## config.mk

```make
export PLATFORM = sky130hd
export DESIGN_NAME = ctf_ctrl
export DESIGN_NICKNAME = d
export VERILOG_FILES = /design/src/design/ctf_pkg.sv /design/src/design/ctf_ctrl.sv
export SDC_FILE = /design/constraint.sdc
export NUM_CORES = 1
export LEC_CHECK = 0
export ABC_AREA = 1
export BUFFER_PORTS_ARGS = -buffer_cell sky130_fd_sc_hd__buf_2
export CORE_AREA = 5 5 42 44
export CTS_CLUSTER_DIAMETER = 30
export CTS_CLUSTER_SIZE = 14
export DETAILED_ROUTE_END_ITERATION = 10
export DIE_AREA = 0 0 47 49
export GPL_ROUTABILITY_DRIVEN = 0
export PLACE_DENSITY = 0.45
export SYNTH_ARGS = -nofsm -noshare
export SYNTH_HDL_FRONTEND = slang
export SYNTH_SLANG_ARGS = --single-unit
```

## constraint.sdc

```tcl
create_clock -name clk_i -period 1.5 [get_ports clk_i]
set_clock_uncertainty 0.1 [all_clocks]
set_input_delay 0.3 -clock clk_i [delete_from_list [all_inputs] [get_ports clk_i]]
set_output_delay 0.3 -clock clk_i [all_outputs]
set_load 0.02 [all_outputs]
```

## src/design/ctf_pkg.sv

```systemverilog
// ----------------------------------------------------------------------------
// Palette texture fetch: shared definitions
// Store geometry, item layouts, mode and status codes, address helpers.
// ----------------------------------------------------------------------------
package ctf_pkg;

  localparam int unsigned STORE_COLUMNS = 1024;
  localparam int unsigned STORE_ROWS    = 512;
  localparam int unsigned STORE_DEPTH   = STORE_COLUMNS * STORE_ROWS;
  localparam int unsigned ADDR_W        = $clog2(STORE_DEPTH);
  // Each entry is a written mark above a 16-bit word.
  localparam int unsigned ENTRY_W       = 17;
  // Wide enough for any computed column or row and for the store limits.
  localparam int unsigned COORD_W       = 12;

  localparam logic [1:0] MODE_SAMPLE = 2'd0;
  localparam logic [1:0] MODE_WR_TEX = 2'd1;
  localparam logic [1:0] MODE_WR_PAL = 2'd2;

  localparam logic [1:0] STATUS_OPAQUE      = 2'd0;
  localparam logic [1:0] STATUS_TRANSPARENT = 2'd1;
  localparam logic [1:0] STATUS_MISSING     = 2'd2;

  typedef struct packed {
    logic [1:0]  mode;
    logic [15:0] page_word;
    logic [15:0] palette_word;
    logic [7:0]  tex_u;
    logic [7:0]  tex_v;
    logic [9:0]  write_col;
    logic [8:0]  write_row;
    logic [15:0] write_data;
  } in_item_t;

  typedef struct packed {
    logic [1:0] sample_status;
    logic [7:0] red;
    logic [7:0] green;
    logic [7:0] blue;
  } out_item_t;

  typedef struct packed {
    logic clear;
    logic accept;
    logic stage2;
    logic out_load;
  } ctl_cmd_t;

  typedef struct packed {
    logic clear_last;
    logic is_sample;
  } dp_sts_t;

  function automatic logic in_store(logic [COORD_W-1:0] col, logic [COORD_W-1:0] row);
    return (col < COORD_W'(STORE_COLUMNS)) && (row < COORD_W'(STORE_ROWS));
  endfunction

  function automatic logic [ADDR_W-1:0] store_addr(logic [COORD_W-1:0] col,
                                                   logic [COORD_W-1:0] row);
    logic [31:0] lin;
    lin = 32'(row) * 32'(STORE_COLUMNS) + 32'(col);
    return lin[ADDR_W-1:0];
  endfunction

  function automatic logic [7:0] widen5(logic [4:0] c);
    return {c, c[4:2]};
  endfunction

endpackage

```

## src/design/ctf_ctrl.sv

```systemverilog
// ----------------------------------------------------------------------------
// Palette texture fetch: controller
// Sequences the clearing pass, item acceptance, the two store reads of a
// sample and the hand-over to the output register.
// ----------------------------------------------------------------------------
module ctf_ctrl (
  input  logic              clk_i,
  input  logic              rst_ni,
  input  logic              in_valid_i,
  input  logic              out_stall_i,
  input  ctf_pkg::dp_sts_t  sts_i,
  output logic              in_stall_o,
  output logic              out_valid_o,
  output ctf_pkg::ctl_cmd_t cmd_o
);
  import ctf_pkg::*;

  localparam logic [1:0] ST_CLEAR = 2'd0;
  localparam logic [1:0] ST_IDLE  = 2'd1;
  localparam logic [1:0] ST_TEX   = 2'd2;
  localparam logic [1:0] ST_PAL   = 2'd3;

  logic [1:0] state_q, state_d;
  logic       out_valid_q, out_valid_d;
  logic       out_free;
  ctl_cmd_t   cmd;

  assign out_free = !out_valid_q || !out_stall_i;

  always_comb begin
    cmd     = '0;
    state_d = state_q;
    unique case (state_q)
      ST_CLEAR: begin
        cmd.clear = 1'b1;
        if (sts_i.clear_last) begin
          state_d = ST_IDLE;
        end
      end
      ST_IDLE: begin
        if (in_valid_i) begin
          cmd.accept = 1'b1;
          // Writes and unused modes finish in the cycle they are taken.
          if (sts_i.is_sample) begin
            state_d = ST_TEX;
          end
        end
      end
      ST_TEX: begin
        cmd.stage2 = 1'b1;
        state_d    = ST_PAL;
      end
      ST_PAL: begin
        if (out_free) begin
          cmd.out_load = 1'b1;
          state_d      = ST_IDLE;
        end
      end
    endcase
  end

  assign out_valid_d = cmd.out_load | (out_valid_q & out_stall_i);

  always_ff @(posedge clk_i or negedge rst_ni) begin
    if (!rst_ni) begin
      state_q     <= ST_CLEAR;
      out_valid_q <= 1'b0;
    end else begin
      state_q     <= state_d;
      out_valid_q <= out_valid_d;
    end
  end

  assign in_stall_o  = (state_q != ST_IDLE);
  assign out_valid_o = out_valid_q;
  assign cmd_o       = cmd;

`ifndef SYNTHESIS
  a_no_accept_in_clear: assert property (@(posedge clk_i) disable iff (!rst_ni)
    cmd.clear |-> !cmd.accept && in_stall_o)
    else $error("transaction accepted during clearing pass");

  a_sample_reads_palette: assert property (@(posedge clk_i) disable iff (!rst_ni)
    cmd.accept && sts_i.is_sample |=> cmd.stage2)
    else $error("palette read did not follow sample acceptance");

  a_load_when_free: assert property (@(posedge clk_i) disable iff (!rst_ni)
    cmd.out_load |-> (!out_valid_q || !out_stall_i))
    else $error("output register overwritten while stalled");

  a_load_shows_valid: assert property (@(posedge clk_i) disable iff (!rst_ni)
    cmd.out_load |=> out_valid_o)
    else $error("loaded result not presented");
`endif

endmodule

```

==> Yosys cells after proc, flatten, opt, wreduce, memory -nomap -nowiden <==
Index checks and enable logic that the tools add are counted.
{ "totals": {"inputBits": 6, "regBits": 3, "out_inout_bits": 6, "word_cells": 28} }
{ "classes": {"reduce_logical": 5, "eq_ne": 8, "n_bitwise": 2, "muxes": 11} }
{ "ops": {"columns": ["op", "count"], "rows": [
  ["2-bit two-way mux", 4],
  ["2-bit inequality test (second input constant)", 4],
  ["2-bit case mux with 4 select lines", 1],
  ["1-bit two-way mux", 6],
  ["2-bit equality test (second input constant)", 2],
  ["4-bit AND reduction", 1],
  ["2-bit by 1-bit equality test with 1-bit output (second input constant)", 1],
  ["1-bit zero test", 2],
  ["2-bit zero test", 1],
  ["2-bit by 1-bit inequality test with 1-bit output (second input constant)", 1],
  ["1-bit bitwise AND", 1],
  ["1-bit logical OR", 1],
  ["1-bit OR", 1]
]} }

==> Depth between registers and ports, before layout <==
{ "logic_depth": {"depth_word": 5, "ltp_mapped": 6, "depth_no_buf": 6} }

==> Worst setup path before layout <==
OpenSTA, ideal clock, no wires.
{ "synth_timing": {"path_type": "register to output", "start": "register state_q[0]", "end": "output cmd_o[0] in the netlist's numbering", "setup_slack_ps": 157, "t_required_ps": 1100, "path_stages_with_launch": 4, "t_arrival_ps": 943, "n_path_buf": 0, "path_cell_list": "dfrtp_1 ha_1 inv_1 a21oi_1"} }
{ "synth_rtl": {"columns": ["element", "line", "text"], "rows": [
  ["from (decl)", "ctf_ctrl.sv:23", "logic [1:0] state_q, state_d;"],
  ["from (signal assigned)", "ctf_ctrl.sv:69", "state_q <= state_d;"],
  ["to (decl)", "ctf_ctrl.sv:14", "output ctf_pkg::ctl_cmd_t cmd_o"]
]} }

==> impl_metrics.json <==
{
  "status": "finished with violations",
  "violations": "setup timing",
  "period_needed_ns": 1.52,
  "row_count": 14,
  "stdcell_area_um2": 395,
  "endpoint_kind": "primary output",
  "synth.area.top_cells": "dfrtp_1, ha_1, nand2_1, inv_1, nand3_2",
  "syn_area_um2": 228,
  "fin_hold_ws_ns": 0.220,
  "fin_nets": 56,
  "rsz0062_at_grt": "true",
  "synth_flop_cell": "dfrtp_1",
  "dieHeight_um": 49,
  "busiest_layer": "met2",
  "crit_type": "register to primary output",
  "hold_viol_final": 0,
  "wl_um": 507,
  "grt_pass1_vias": 217,
  "switching_share_pct": 45.9,
  "post_drt_wl_per_cell_um": 8.31,
  "synthCells": 28,
  "vias": 221,
  "worst_hold_startpoint": "out_stall_i",
  "ys_warn_count": 0,
  "use_met2_pct": 6.79,
  "worstPathRequired_ns": 1.10,
  "reg2reg_depth": 6,
  "placement.cell_area_um2": 303,
  "slew-limit-headroom_pct": 89.6,
  "dr.pass1.iters": 4,
  "min_period_over_period_pct": 101,
  "design.core.area_um2": 1400,
  "dpl.hpwl_um": 383,
  "worstPathBufferInverterCount": 2,
  "ys_ff_latch": 3,
  "clkLatencyLatePin_ns": 0.23,
  "hold_path_end": "out_valid_o",
  "drt_iter0_drc": 1,
  "cpMaxStageDelayCell": "dfrtp_2",
  "die-area_um2": 2300,
  "p_int_w": 0.000474,
  "fillers": 171,
  "die_x_um": 47,
  "overflow": 0,
  "yosysMostFrequentCell": "nand2_1",
  "yosysTopAreaCell": "dfrtp_1",
  "fmax_mhz": 659,
  "ff2ff_setup_slack_ns": 0.27,
  "yosysTopAreaCellShare_pct": 33.0,
  "seq_area_frac_synth_pct": 33.0,
  "clkPwrFrac_pct": 15.8,
  "critPathLaunchType": "register",
  "avgSynthCellArea_um2": 8.13,
  "synthDistinctLibCells": 8,
  "dpl.cell_count": 55,
  "tightest_slew_ns": 0.157,
  "worst_slack_ns": -0.0184,
  "seq_power_share_pct": 22.8,
  "cts_tree": "yes",
  "viasPerCell": 3.62,
  "drive_gt1_share_pct": 57.8,
  "numCtsBuffers": 3,
  "ant_nets": 0,
  "hp-class": "input pin to register",
  "drc": 0,
  "grt_max_degree": 5,
  "grtUsageMet3_pct": 1.11,
  "syn2layout_area_growth_pct": 73.6,
  "cts.path.max_buffers": 2,
  "crit_chain": "inv_1, ha_1, buf_4",
  "comb_power_share_pct": 61.4,
  "antenna_cells": 0,
  "ys_async_sr_fraction_pct": 100,
  "stdcell_count": 61,
  "grt_use_total_pct": 5.08,
  "reg2reg_from": "state_q[0]",
  "worstHoldPathCells": 3,
  "slowest_delay_ns": 0.42,
  "drv_slew": 0,
  "h-tree-depth": 1,
  "io_pins": 12,
  "crit_family": "flip-flops",
  "crit_fanout": 4,
  "pwr_density_cell_nw_per_um2": 2210,
  "port_buffers": 11,
  "timing.rr.end": "state_q[0]",
  "cts_sinks": 3,
  "grtUsageMet1_pct": 5.97,
  "clock-root-buffer": "clkbuf_4",
  "power.switching_w": 0.000401,
  "ir_worst_vdd_v": 0.000752,
  "leakagePower_nw": 0.213,
  "grt_pass1_wl_um": 814,
  "synth_edf_count": 0,
  "finalSetupViolCount": 1,
  "maxCapViolations": 0,
  "grt_antenna_before_repair": 0,
  "worstPathArrival_ns": 1.12,
  "start_util_pct": 16.2,
  "clk_pin_slew_worst_paths_ns": 0.04,
  "synth_common_cells": "nand2_1, inv_1, ha_1",
  "syn_nets": 38
}
==> sequential cells by signal, indices dropped and copies added (netlist names) <==
signal / cells
state_q: 2
out_valid_o: 1
==> what timing repair did <==
| action | in CTS | in global routing |
|---|---|---|
| cloned | 0 | 0 |
| setup endpoints to repair | 3 | 5 |
| buffers inserted | 1 | 0 |
| endpoints found under the hold margin | 3 | 0 |
| pin swaps | 2 | 2 |
| hold buffers | 1 | 0 |
| resized for setup | 14 | 1 |
==> placed cells by master (no fill, tap or decap), drive strengths merged <==
cell,count
nand4,2
nand2,10
dfrtp,3
a21oi,1
inv,6
dlygate4sd3,1
clkbuf,4
buf,12
ha,4
nand3,2
==> power by group through the flow <==
| stage | clock network, W | registers [W] | logic, W |
|---|---|---|---|
| 6_report | 0.000139 | 0.000200 | 0.000537 |
| 5_1_grt | 0.000148 | 0.000211 | 0.000603 |
| 4_1_cts | 0.000148 | 0.000195 | 0.000549 |
| 3_5_place_dp | 0 | 0.000170 | 0.000434 |
| 3_3_place_gp | 0 | 0.000174 | 0.000433 |
| 2_1_floorplan | 0 | 0.000179 | 0.000308 |
==> worst reg2reg max path, delay by kind of cell, from the launching register on <==
kind          cells  cell delay (ns)
simple gates      4             0.29
flops             1             0.42
buf+inv           1             0.08
fa+ha+maj         1             0.22
==> cells by family (layout without fill, tap and decap cells) <==
group / Yosys count / in the layout / share of synthesized area [%]
compound gates: 1 / 1 / 2.20
fa+ha+maj: 4 / 4 / 22.0
buf+inv: 6 / 23 / 9.89
flops: 3 / 3 / 33.0
simple gates: 14 / 14 / 33.0
==> routing by layer <==
metal  up-vias  part of all wire, %
met5         -                    0
met4         0                    0
met3         0                  5.5
met2         5                   53
met1        97                   41
li1        119                    -
==> worst max-delay path by stage <==
| stage | start | endpoint | depth (start not counted) |
|---|---|---|---|
| 2_1_floorplan | state_q[0] | cmd_o[0] | 3 |
| 3_3_place_gp | state_q[1] | cmd_o[2] | 5 |
| 3_5_place_dp | state_q[1] | cmd_o[2] | 5 |
| 4_1_cts | state_q[1] | cmd_o[2] | 5 |
| 5_1_grt | state_q[1] | cmd_o[2] | 5 |
| 6_report | state_q[0] | cmd_o[3] | 3 |
==> cell type report <==
cell class	instances	area, µm²	share of cell area, %
Clock buffer	4	26.3	6.65
Inverter	6	22.5	5.70
Multi-Input combinational cell	19	159	40.2
Sequential cell	3	77.6	19.6
Tap cell	16	20.0	5.06
Timing Repair Buffer	13	90.1	22.8
==> through the flow <==
step           util [%]  power, W  TNS, ns  setup WS [ns]
4_1_cts            28.1  0.000893   -0.119        -0.0410
5_1_grt            28.2  0.000963   -0.219        -0.0633
6_report           28.2  0.000875  -0.0184        -0.0184
3_5_place_dp       21.6  0.000604        0          0.165
2_1_floorplan         -  0.000487        0          0.157
3_3_place_gp       21.6  0.000607        0          0.170
Note: power is estimated with default switching activity, not from simulation.
